### src/design/tlfk_pkg.sv
// Package for the two-link arm forward kinematics block.
// Field widths, register codes and the elaboration-time sine table builder.
// No dependencies.
package tlfk_pkg;

	localparam int ANGLE_W         = 9;
	localparam int LEN_W           = 10;
	localparam int COORD_W         = 11;
	localparam int OUT_W           = 20;
	localparam int OUT_FRAC        = 8;
	localparam int CFG_IDX_W       = 2;
	localparam int CFG_DATA_W      = 11;
	localparam int TRIG_FRAC_BITS_DEF = 14;
	localparam int SIN_ENTRY_W     = 21;   // holds 2**frac for the widest table
	localparam int SIN_IDX_W       = 7;    // 0..90 degrees

	localparam logic [ANGLE_W-1:0] DEG_90   = ANGLE_W'(90);
	localparam logic [ANGLE_W-1:0] DEG_180  = ANGLE_W'(180);
	localparam logic [ANGLE_W-1:0] DEG_270  = ANGLE_W'(270);
	localparam logic [ANGLE_W-1:0] DEG_FULL = ANGLE_W'(360);

	localparam logic [LEN_W-1:0]   UPPER_LEN_RST = LEN_W'(200);
	localparam logic [LEN_W-1:0]   LOWER_LEN_RST = LEN_W'(200);

	localparam logic [63:0] PI_Q30 = 64'd3373259426;

	typedef enum logic [CFG_IDX_W-1:0] {
		REG_UPPER_LEN,
		REG_LOWER_LEN,
		REG_BASE_X,
		REG_BASE_Y
	} cfg_reg_t;

	typedef logic [SIN_ENTRY_W-1:0] sin_tab_t [0:90];

	// First-quadrant sine per degree: Q30 Taylor series through x^17,
	// each term truncated, then rounded half-up to frac fraction bits.
	function automatic sin_tab_t build_sin_tab(input int unsigned frac);
		sin_tab_t            tab;
		logic [63:0]         x;
		logic [63:0]         x2;
		logic [63:0]         term;
		logic [63:0]         rnd;
		logic signed [63:0]  sum;
		for (int d = 0; d <= 90; d++) begin
			x    = (64'(d) * PI_Q30 + 64'd90) / 64'd180;
			x2   = (x * x) >> 30;
			term = x;
			sum  = $signed(x);
			term = ((term * x2) >> 30) / 64'd6;   sum = sum - $signed(term);
			term = ((term * x2) >> 30) / 64'd20;  sum = sum + $signed(term);
			term = ((term * x2) >> 30) / 64'd42;  sum = sum - $signed(term);
			term = ((term * x2) >> 30) / 64'd72;  sum = sum + $signed(term);
			term = ((term * x2) >> 30) / 64'd110; sum = sum - $signed(term);
			term = ((term * x2) >> 30) / 64'd156; sum = sum + $signed(term);
			term = ((term * x2) >> 30) / 64'd210; sum = sum - $signed(term);
			term = ((term * x2) >> 30) / 64'd272; sum = sum + $signed(term);
			if (sum < 0)
				sum = '0;
			rnd    = ($unsigned(sum) + (64'd1 << (29 - frac))) >> (30 - frac);
			tab[d] = SIN_ENTRY_W'(rnd);
		end
		return tab;
	endfunction

endpackage

### src/design/tlfk_if.sv
// Channel interfaces of the arm kinematics block: joint commands in,
// positions out. Depends on tlfk_pkg.
interface tlfk_cmd_if
	import tlfk_pkg::*;
();
	logic               valid;
	logic               ready;
	logic               joint_select;
	logic [ANGLE_W-1:0] angle_deg;

	modport source (output valid, output joint_select, output angle_deg, input ready);
	modport sink   (input valid, input joint_select, input angle_deg, output ready);
endinterface

interface tlfk_pos_if
	import tlfk_pkg::*;
();
	logic                    valid;
	logic                    ready;
	logic signed [OUT_W-1:0] elbow_x;
	logic signed [OUT_W-1:0] elbow_y;
	logic signed [OUT_W-1:0] hand_x;
	logic signed [OUT_W-1:0] hand_y;

	modport source (output valid, output elbow_x, output elbow_y,
		output hand_x, output hand_y, input ready);
	modport sink   (input valid, input elbow_x, input elbow_y,
		input hand_x, input hand_y, output ready);
endinterface

### src/design/tlfk_trig.sv
// Sine and cosine of a whole-degree angle from the first-quadrant table.
// Depends on tlfk_pkg.
module tlfk_trig
	import tlfk_pkg::*;
#(
	parameter int TRIG_FRAC_BITS = TRIG_FRAC_BITS_DEF
) (
	input  logic [ANGLE_W-1:0]              angle,
	output logic signed [TRIG_FRAC_BITS+1:0] sin_v,
	output logic signed [TRIG_FRAC_BITS+1:0] cos_v
);

	localparam sin_tab_t SIN_TAB = build_sin_tab(TRIG_FRAC_BITS);

	typedef struct packed {
		logic                 neg;
		logic [SIN_IDX_W-1:0] idx;
	} quad_t;

	// fold 0..359 onto the first quadrant
	function automatic quad_t fold(input logic [ANGLE_W-1:0] d);
		quad_t q;
		priority if (d <= DEG_90) begin
			q.neg = 1'b0; q.idx = SIN_IDX_W'(d);
		end else if (d <= DEG_180) begin
			q.neg = 1'b0; q.idx = SIN_IDX_W'(DEG_180 - d);
		end else if (d <= DEG_270) begin
			q.neg = 1'b1; q.idx = SIN_IDX_W'(d - DEG_180);
		end else begin
			q.neg = 1'b1; q.idx = SIN_IDX_W'(DEG_FULL - d);
		end
		return q;
	endfunction

	function automatic logic signed [TRIG_FRAC_BITS+1:0] lookup(input quad_t q);
		logic signed [TRIG_FRAC_BITS+1:0] mag;
		mag = $signed({1'b0, SIN_TAB[q.idx][TRIG_FRAC_BITS:0]});
		return q.neg ? -mag : mag;
	endfunction

	logic [ANGLE_W-1:0] cos_ang;

	always_comb begin
		cos_ang = angle + DEG_90;
		if (cos_ang >= DEG_FULL)
			cos_ang = cos_ang - DEG_FULL;
	end

	assign sin_v = lookup(fold(angle));
	assign cos_v = lookup(fold(cos_ang));

endmodule

### src/design/two_link_forward_kinematics.sv
// Top level of the two-link planar arm forward kinematics block.
// Depends on tlfk_pkg, tlfk_if (tlfk_cmd_if, tlfk_pos_if) and tlfk_trig.
//
// Usage:
//   cmd beats set one joint angle (joint_select 0 shoulder, 1 elbow) in whole
//   degrees; 360..511 is folded by one turn. Each beat yields one pos beat with
//   elbow and hand positions, signed Q11.8, rounded and saturated.
//   Link lengths and base position come through the cfg write port (cfg_en,
//   cfg_addr, cfg_data); write them only while no beat is in flight.
//   An accepted cmd beat is registered in the angle stage, then its result in
//   the output register. Throughput: one beat per cycle while pos is ready;
//   the angle register stage and the output register form a two-deep pipeline,
//   with the table lookups, one multiply per coordinate and round/saturate between.
//   Stall: while pos is held, the output register keeps its beat and one more
//   beat can wait in the angle stage; cmd.ready drops only when both are full.
//   Reset: angles go to 0, links to 200, base to the origin, pipeline empty.
module two_link_forward_kinematics
	import tlfk_pkg::*;
#(
	parameter int TRIG_FRAC_BITS = TRIG_FRAC_BITS_DEF
) (
	input  logic                  clk,
	input  logic                  arst_n,
	input  logic                  cfg_en,
	input  logic [CFG_IDX_W-1:0]  cfg_addr,
	input  logic [CFG_DATA_W-1:0] cfg_data,
	tlfk_cmd_if.sink              cmd,
	tlfk_pos_if.source            pos
);

	localparam int TRIG_W = TRIG_FRAC_BITS + 2;
	localparam int POS_W  = TRIG_FRAC_BITS + 13;
	localparam int SH     = TRIG_FRAC_BITS - OUT_FRAC;
	localparam logic signed [POS_W:0] HALF  = (POS_W+1)'((64'sd1 <<< SH) >>> 1);
	localparam logic signed [POS_W:0] R_MAX = (POS_W+1)'((64'sd1 <<< (OUT_W-1)) - 64'sd1);
	localparam logic signed [POS_W:0] R_MIN = (POS_W+1)'(-(64'sd1 <<< (OUT_W-1)));

	// configuration
	logic [LEN_W-1:0]          upper_len_q;
	logic [LEN_W-1:0]          lower_len_q;
	logic signed [COORD_W-1:0] base_x_q;
	logic signed [COORD_W-1:0] base_y_q;

	always_ff @(posedge clk or negedge arst_n) begin
		if (!arst_n) begin
			upper_len_q <= UPPER_LEN_RST;
			lower_len_q <= LOWER_LEN_RST;
			base_x_q    <= '0;
			base_y_q    <= '0;
		end else if (cfg_en) begin
			unique case (cfg_reg_t'(cfg_addr))
				REG_UPPER_LEN: upper_len_q <= cfg_data[LEN_W-1:0];
				REG_LOWER_LEN: lower_len_q <= cfg_data[LEN_W-1:0];
				REG_BASE_X:    base_x_q    <= $signed(cfg_data[COORD_W-1:0]);
				REG_BASE_Y:    base_y_q    <= $signed(cfg_data[COORD_W-1:0]);
			endcase
		end
	end

	// handshake
	logic valid_s1;
	logic out_valid_q;
	logic advance;
	logic accept;

	assign advance   = !out_valid_q || pos.ready;
	assign cmd.ready = !valid_s1 || advance;
	assign accept    = cmd.valid && cmd.ready;

	// joint angles, updated as a beat enters the first stage
	logic [ANGLE_W-1:0] shoulder_s1;
	logic [ANGLE_W-1:0] elbow_s1;
	logic [ANGLE_W-1:0] angle_in;

	assign angle_in = (cmd.angle_deg >= DEG_FULL) ? cmd.angle_deg - DEG_FULL : cmd.angle_deg;

	always_ff @(posedge clk or negedge arst_n) begin
		if (!arst_n) begin
			valid_s1    <= 1'b0;
			shoulder_s1 <= '0;
			elbow_s1    <= '0;
		end else begin
			if (cmd.ready)
				valid_s1 <= cmd.valid;
			if (accept) begin
				if (cmd.joint_select)
					elbow_s1 <= angle_in;
				else
					shoulder_s1 <= angle_in;
			end
		end
	end

	// t = (180 - s + e) mod 360
	logic signed [ANGLE_W+1:0] t_raw;
	logic [ANGLE_W-1:0]        t_ang;

	always_comb begin
		t_raw = $signed({2'b00, elbow_s1}) - $signed({2'b00, shoulder_s1})
			+ $signed({2'b00, DEG_180});
		if (t_raw < 0)
			t_raw = t_raw + $signed({2'b00, DEG_FULL});
		else if (t_raw >= $signed({2'b00, DEG_FULL}))
			t_raw = t_raw - $signed({2'b00, DEG_FULL});
		t_ang = ANGLE_W'(t_raw);
	end

	logic signed [TRIG_W-1:0] sin_s;
	logic signed [TRIG_W-1:0] cos_s;
	logic signed [TRIG_W-1:0] sin_t;
	logic signed [TRIG_W-1:0] cos_t;

	tlfk_trig #(.TRIG_FRAC_BITS(TRIG_FRAC_BITS)) u_trig_shoulder (
		.angle (shoulder_s1),
		.sin_v (sin_s),
		.cos_v (cos_s)
	);

	tlfk_trig #(.TRIG_FRAC_BITS(TRIG_FRAC_BITS)) u_trig_hand (
		.angle (t_ang),
		.sin_v (sin_t),
		.cos_v (cos_t)
	);

	// positions with TRIG_FRAC_BITS fraction bits
	logic signed [POS_W-1:0] l1_w;
	logic signed [POS_W-1:0] l2_w;
	logic signed [POS_W-1:0] ex;
	logic signed [POS_W-1:0] ey;
	logic signed [POS_W-1:0] hx;
	logic signed [POS_W-1:0] hy;

	assign l1_w = POS_W'($signed({1'b0, upper_len_q}));
	assign l2_w = POS_W'($signed({1'b0, lower_len_q}));
	assign ex = (POS_W'(base_x_q) <<< TRIG_FRAC_BITS) - l1_w * POS_W'(cos_s);
	assign ey = (POS_W'(base_y_q) <<< TRIG_FRAC_BITS) + l1_w * POS_W'(sin_s);
	assign hx = ex - l2_w * POS_W'(cos_t);
	assign hy = ey + l2_w * POS_W'(sin_t);

	// round to nearest, ties up, then clamp to Q11.8
	function automatic logic signed [OUT_W-1:0] to_q8(input logic signed [POS_W-1:0] v);
		logic signed [POS_W:0] r;
		r = ((POS_W+1)'(v) + HALF) >>> SH;
		if (r > R_MAX)
			r = R_MAX;
		else if (r < R_MIN)
			r = R_MIN;
		return OUT_W'(r);
	endfunction

	logic signed [OUT_W-1:0] elbow_x_q;
	logic signed [OUT_W-1:0] elbow_y_q;
	logic signed [OUT_W-1:0] hand_x_q;
	logic signed [OUT_W-1:0] hand_y_q;

	always_ff @(posedge clk or negedge arst_n) begin
		if (!arst_n)
			out_valid_q <= 1'b0;
		else if (advance)
			out_valid_q <= valid_s1;
	end

	always_ff @(posedge clk) begin
		if (advance && valid_s1) begin
			elbow_x_q <= to_q8(ex);
			elbow_y_q <= to_q8(ey);
			hand_x_q  <= to_q8(hx);
			hand_y_q  <= to_q8(hy);
		end
	end

	assign pos.valid   = out_valid_q;
	assign pos.elbow_x = elbow_x_q;
	assign pos.elbow_y = elbow_y_q;
	assign pos.hand_x  = hand_x_q;
	assign pos.hand_y  = hand_y_q;

	// checks
	a_accept_fills_s1: assert property (@(posedge clk) disable iff (!arst_n)
		accept |=> valid_s1)
		else $error("accepted beat did not reach the angle stage");

	a_hold_s1: assert property (@(posedge clk) disable iff (!arst_n)
		valid_s1 && !advance |=> valid_s1 && $stable(shoulder_s1) && $stable(elbow_s1))
		else $error("angle stage changed while stalled");

	a_angle_range: assert property (@(posedge clk) disable iff (!arst_n)
		shoulder_s1 < DEG_FULL && elbow_s1 < DEG_FULL)
		else $error("joint angle beyond one turn");

	a_out_from_s1: assert property (@(posedge clk) disable iff (!arst_n)
		$rose(out_valid_q) |-> $past(valid_s1))
		else $error("result appeared without a beat in the angle stage");

endmodule

### src/flat_wrapper.sv
// flat-port wrapper written by rule: the top's interface ports become plain ports
module two_link_forward_kinematics_flat import tlfk_pkg::*;
#(
	parameter int TRIG_FRAC_BITS = TRIG_FRAC_BITS_DEF
)
  (clk, arst_n, cfg_en, cfg_addr, cfg_data, cmd_valid, cmd_joint_select, cmd_angle_deg, cmd_ready, pos_valid, pos_elbow_x, pos_elbow_y, pos_hand_x, pos_hand_y, pos_ready);
  tlfk_cmd_if cmd_i ();
  tlfk_pos_if pos_i ();
  input  logic clk;
  input  logic arst_n;
  input  logic cfg_en;
  input  logic [CFG_IDX_W-1:0] cfg_addr;
  input  logic [CFG_DATA_W-1:0] cfg_data;
  input wire logic [$bits(cmd_i.valid)-1:0] cmd_valid;
  input wire logic [$bits(cmd_i.joint_select)-1:0] cmd_joint_select;
  input wire logic [$bits(cmd_i.angle_deg)-1:0] cmd_angle_deg;
  output wire logic [$bits(cmd_i.ready)-1:0] cmd_ready;
  output wire logic [$bits(pos_i.valid)-1:0] pos_valid;
  output wire logic [$bits(pos_i.elbow_x)-1:0] pos_elbow_x;
  output wire logic [$bits(pos_i.elbow_y)-1:0] pos_elbow_y;
  output wire logic [$bits(pos_i.hand_x)-1:0] pos_hand_x;
  output wire logic [$bits(pos_i.hand_y)-1:0] pos_hand_y;
  input wire logic [$bits(pos_i.ready)-1:0] pos_ready;
  assign cmd_i.valid = cmd_valid;
  assign cmd_i.joint_select = cmd_joint_select;
  assign cmd_i.angle_deg = cmd_angle_deg;
  assign cmd_ready = cmd_i.ready;
  assign pos_valid = pos_i.valid;
  assign pos_elbow_x = pos_i.elbow_x;
  assign pos_elbow_y = pos_i.elbow_y;
  assign pos_hand_x = pos_i.hand_x;
  assign pos_hand_y = pos_i.hand_y;
  assign pos_i.ready = pos_ready;
  two_link_forward_kinematics #(.TRIG_FRAC_BITS(TRIG_FRAC_BITS)) u_core (.clk(clk), .arst_n(arst_n), .cfg_en(cfg_en), .cfg_addr(cfg_addr), .cfg_data(cfg_data), .cmd(cmd_i), .pos(pos_i));
endmodule
### config.mk
export PLATFORM = sky130hd
export DESIGN_NAME = two_link_forward_kinematics_flat
export DESIGN_NICKNAME = d
export VERILOG_FILES = /design/src/design/tlfk_pkg.sv /design/src/design/tlfk_if.sv /design/src/design/tlfk_trig.sv /design/src/design/two_link_forward_kinematics.sv /design/src/flat_wrapper.sv
export SDC_FILE = /design/constraint.sdc
export NUM_CORES = 2
export LEC_CHECK = 0
export ABC_AREA = 1
export BUFFER_PORTS_ARGS = -buffer_cell sky130_fd_sc_hd__buf_2
export CAP_MARGIN = 20
export CORE_UTILIZATION = 60
export CTS_CLUSTER_DIAMETER = 30
export CTS_CLUSTER_SIZE = 8
export DETAILED_ROUTE_END_ITERATION = 10
export GPL_ROUTABILITY_DRIVEN = 1
export PLACE_DENSITY = 0.83
export SETUP_SLACK_MARGIN = 0.02
export SLEW_MARGIN = 20
export SYNTH_ARGS = -nofsm -noshare
export SYNTH_HDL_FRONTEND = slang
export SYNTH_SLANG_ARGS = --single-unit
### constraint.sdc
create_clock -name clk -period 23.4 [get_ports clk]
set_input_delay 5.85 -clock clk [delete_from_list [all_inputs] [get_ports clk]]
set_output_delay 5.85 -clock clk [all_outputs]
set_load 0.05 [all_outputs]
==> impl_results.rst <==
.. list-table::
   :header-rows: 1

   * - Metric
     - Value
   * - Result of the run
     - finished with violations
   * - Violations in the final reports
     - DRC
   * - Kind of start point of the critical path
     - flip-flop
   * - Synth warnings
     - 0
   * - # nets final
     - 7187
   * - Worst-path fanout max
     - 21
   * - Mapped Nets
     - 7195
   * - Vias in the first global route
     - 39600
   * - Synthesized cell area
     - 0.0444 mm2
   * - Setup slack, reg-to-reg
     - 5.86 ns
   * - Number of core rows
     - 99
   * - Flip-flop and latch area
     - 0.00396 mm2
   * - Mean instance size in the synthesized netlist
     - 7.19 um2
   * - Iteration-0 DRC Markers
     - 4117
   * - Max clock buf depth
     - 2
   * - Final period util
     - 74.9%
   * - GP Congestion
     - 0.990
   * - Number of storage elements in the synthesis netlist
     - 142
   * - HPWL after detailed placement
     - 102000 um
   * - Critical path class
     - flip-flop to flip-flop
   * - Detailed Routing Iterations Pass 1
     - 10
   * - Fin. Hold Viols
     - 0
   * - Area of the multi-input gates
     - 0.0346 mm2
   * - Sequential-to-total area share from yosys stat
     - 8.93%
   * - Worst hold slack
     - 0.498 ns
   * - Library cell contributing the largest single delay on the critical path
     - xor2_1
   * - Worst Max-Slew Pin Slew
     - 1.06 ns
   * - Placement Cell Area
     - 0.0456 mm2
   * - Starting density of the core
     - 60.7%
   * - Number of enable flip-flop cells after synthesis
     - 80
   * - Postcts setup bufs
     - 0
   * - First-pass GRT wire length
     - 203000 um
   * - Layout overhead on the synthesized area
     - 4.06%
   * - Post-route cell area
     - 0.0462 mm2
   * - Unrepaired setup endpoints after global routing
     - no
   * - Clock buffer count from CTS
     - 17
   * - Critical path required time
     - 23.66 ns
   * - Post_cts resized
     - 0
   * - Clock tree from TritonCTS
     - yes
   * - Number of cells produced by synthesis
     - 6168
   * - Shortest clock period the worst path allows after layout
     - 17.54 ns
   * - Number of design rule violations left after detail routing
     - 24
   * - Die height
     - 274 um
   * - Classification of the worst-slack hold path
     - flip-flop to flip-flop
   * - Routed WL per cell
     - 17.5 um
   * - Antenna violations before repair
     - 5
   * - Num ports
     - 110
   * - Routed Wire Length
     - 125000 um
   * - Post-synth ARST share
     - 43.7%
   * - Horizontal die dimension
     - 274 um
   * - Number of hold buffers added after cts
     - 0
   * - Number of distinct library cells after synthesis
     - 80
   * - Share of post-route cells with drive strength above 1
     - 7.03%
   * - R2R cell count
     - 77
   * - Vias after detailed routing
     - 40600
   * - Relative slew margins
     - 28.8%
   * - Flip-flop cell with the highest count after synthesis
     - edfxtp_1
   * - Clock slew at the register clock pins of the worst setup and hold paths
     - 0.08 ns
   * - Fillcell total
     - 6414
   * - Number of vias per cell
     - 5.70
   * - Total clock sinks
     - 142
   * - Buffer type at the clock tree root
     - clkbuf_16
   * - Clock Skews
     - 0.0226 ns
   * - Max-slew violation count
     - 0
   * - Number of max-capacitance violations reported
     - 0
   * - WHS Path Cells
     - 2
   * - Top achievable clock speed
     - 57.0 MHz
   * - H-tree lvl count
     - 4
   * - Type of element capturing the critical path
     - flip-flop
   * - Core region area
     - 0.0731 mm2
   * - Post-route ant nets
     - 0
   * - Most frequent cell on the critical path
     - inv_1
   * - Maximum number of pins on one net before global-route repair
     - 71
   * - Total global-route track usage
     - 33.9%
   * - Final global-route overflow total
     - 0
   * - Worst EP arrival
     - 17.79 ns
   * - Clock insertion delay at the later pin of the skew report
     - 0.52 ns
   * - Number of antenna repair diodes
     - 0
   * - Post-Route Setup TNS
     - 0 ns
   * - Overall die area
     - 0.0750 mm2
   * - Number of endpoints failing setup at the final stage
     - 0
   * - Crit path largest cell delay
     - 0.67 ns
   * - Post-route core utilization
     - 63.2%
   * - Count of input and output buffers
     - 109
[registers in the layout, summed over array words and instances, names as in the netlist]
register            cells
u_core.pos.hand_y      20
u_core.pos.hand_x      20
u_core.pos.valid        1
u_core.valid_s1         1
u_core.lower_len_q     10
u_core.shoulder_s1      9
u_core.pos.elbow_x     20
u_core.base_y_q        11
u_core.elbow_s1         9
u_core.pos.elbow_y     20
u_core.upper_len_q     10
u_core.base_x_q        11
[logic make-up after synthesis]
| group | count (synthesis) | share of synthesized area [%] |
|---|---|---|
| xor+xnor | 191 | 4.00 |
| fa+ha+maj | 999 | 39.2 |
| buf+inv | 1499 | 13.2 |
| flops | 142 | 8.93 |
| compound gates | 695 | 9.01 |
| simple gates | 2642 | 25.7 |
[per-stage QoR]
| step | worst slack [ns] | cells |
|---|---|---|
| 2_1_floorplan | 8.63 | 6168 |
| 3_3_place_gp | 6.49 | 7100 |
| 3_5_place_dp | 5.91 | 7100 |
| 4_1_cts | 5.75 | 7132 |
| 5_1_grt | 4.36 | 7132 |
| 6_report | 5.86 | 7132 |
[cells in the mapped netlist (7+ instances only)]
cell / instances / share of area [%]
buf_2: 28 / 0.32
nor2_4: 9 / 0.23
ha_1: 350 / 9.9
nand2_4: 17 / 0.43
nand4_1: 46 / 0.65
o21ai_1: 34 / 0.38
buf_4: 18 / 0.30
fa_1: 649 / 29
nand3_1: 377 / 4.3
a21oi_1: 184 / 2.1
inv_1: 1256 / 11
or2_2: 20 / 0.28
nand2_1: 1232 / 10
a211oi_1: 9 / 0.15
xor2_1: 130 / 2.6
clkbuf_1: 105 / 0.89
o21ai_0: 302 / 3.4
nor3_1: 45 / 0.51
buf_1: 9 / 0.076
xnor2_1: 52 / 1.0
clkinv_1: 15 / 0.13
nor2_1: 730 / 6.2
o311ai_0: 7 / 0.14
nand2_2: 63 / 0.89
o31ai_1: 19 / 0.32
buf_6: 15 / 0.38
nor2_2: 28 / 0.39
o211ai_1: 37 / 0.63
nand3_2: 23 / 0.52
a31oi_1: 24 / 0.34
inv_2: 48 / 0.41
edfxtp_1: 80 / 5.4
o21bai_1: 14 / 0.24
dfrtp_1: 56 / 3.2
nand3b_1: 17 / 0.29
nor4_1: 10 / 0.14
[critical path, delay by kind of cell (launching register included)]
| kind | cells | cell delay (ns) |
|---|---|---|
| AND/OR/NAND/NOR | 22 | 3.48 |
| adder cells (fa/ha/maj) | 15 | 5.94 |
| AO/OA/AOI/OAI | 15 | 3.21 |
| XOR/XNOR | 5 | 1.58 |
| buffers and inverters | 20 | 2.45 |
| flip-flops | 1 | 0.56 |
[final timing paths]
kind	startpoint	to
max	u_core.shoulder_s1[3]$_DFFE_PN0P_	u_core.pos.hand_x[0]$_SDFFCE_PN1P_
min	u_core.lower_len_q[9]$_DFFE_PN0P_	u_core.lower_len_q[9]$_DFFE_PN0P_
max reg2reg	u_core.shoulder_s1[3]$_DFFE_PN0P_	u_core.pos.hand_x[0]$_SDFFCE_PN1P_
min reg2reg	u_core.lower_len_q[9]$_DFFE_PN0P_	u_core.lower_len_q[9]$_DFFE_PN0P_
max in group asynchronous	arst_n	u_core.base_x_q[4]$_DFFE_PN0P_
min in group asynchronous	arst_n	u_core.valid_s1$_DFFE_PN0N_
[placed cells by master, fill, tap and decap left out, types with 7 or more instances in the layout]
| cell | synthesis | final |
|---|---|---|
| nor2_2 | 28 | 28 |
| xnor2_1 | 52 | 52 |
| nand4_1 | 46 | 46 |
| o31ai_1 | 19 | 19 |
| fa_1 | 649 | 649 |
| nor2_4 | 9 | 9 |
| xor2_1 | 130 | 129 |
| a31oi_1 | 24 | 24 |
| nand2_1 | 1232 | 1232 |
| ha_1 | 350 | 350 |
| o311ai_0 | 7 | 7 |
| buf_4 | 18 | 41 |
| o21ai_1 | 34 | 32 |
| o21ai_0 | 302 | 302 |
| a21oi_1 | 184 | 183 |
| or2_2 | 20 | 20 |
| nand3b_1 | 17 | 17 |
| inv_1 | 1256 | 1256 |
| nand2_4 | 17 | 17 |
| dfrtp_1 | 56 | 56 |
| nand2_2 | 63 | 63 |
| clkbuf_16 | 0 | 17 |
| a211oi_1 | 9 | 9 |
| nor4_1 | 10 | 10 |
| buf_2 | 28 | 109 |
| edfxtp_1 | 80 | 80 |
| o211ai_1 | 37 | 37 |
| nand3_2 | 23 | 23 |
| inv_2 | 48 | 48 |
| nor3_1 | 45 | 45 |
| nor2_1 | 730 | 730 |
| nand3_1 | 377 | 377 |
| clkinv_1 | 15 | 15 |
| o21bai_1 | 14 | 14 |
[layout make-up]
| type | instances | share of cell area, % |
|---|---|---|
| Multi-Input combinational cell | 4527 | 74.9 |
| Inverter | 1322 | 10.8 |
| Clock inverter | 15 | 0.396 |
| Tap cell | 959 | 2.60 |
| Timing Repair Buffer | 150 | 1.85 |
| Sequential cell | 142 | 8.58 |
| Clock buffer | 17 | 0.921 |
[routing by layer]
metal	track usage, %	share of wire, %	vias up
met5	0	0.053	-
met4	13.9	4.2	8
met3	6.87	9.9	333
met2	53.6	45	2074
met1	45.4	41	19200
li1	-	-	19000
Power is left out: the tool's default activity adds up to more than one toggle a clock period on the data nets, which glitch-free logic cannot reach.
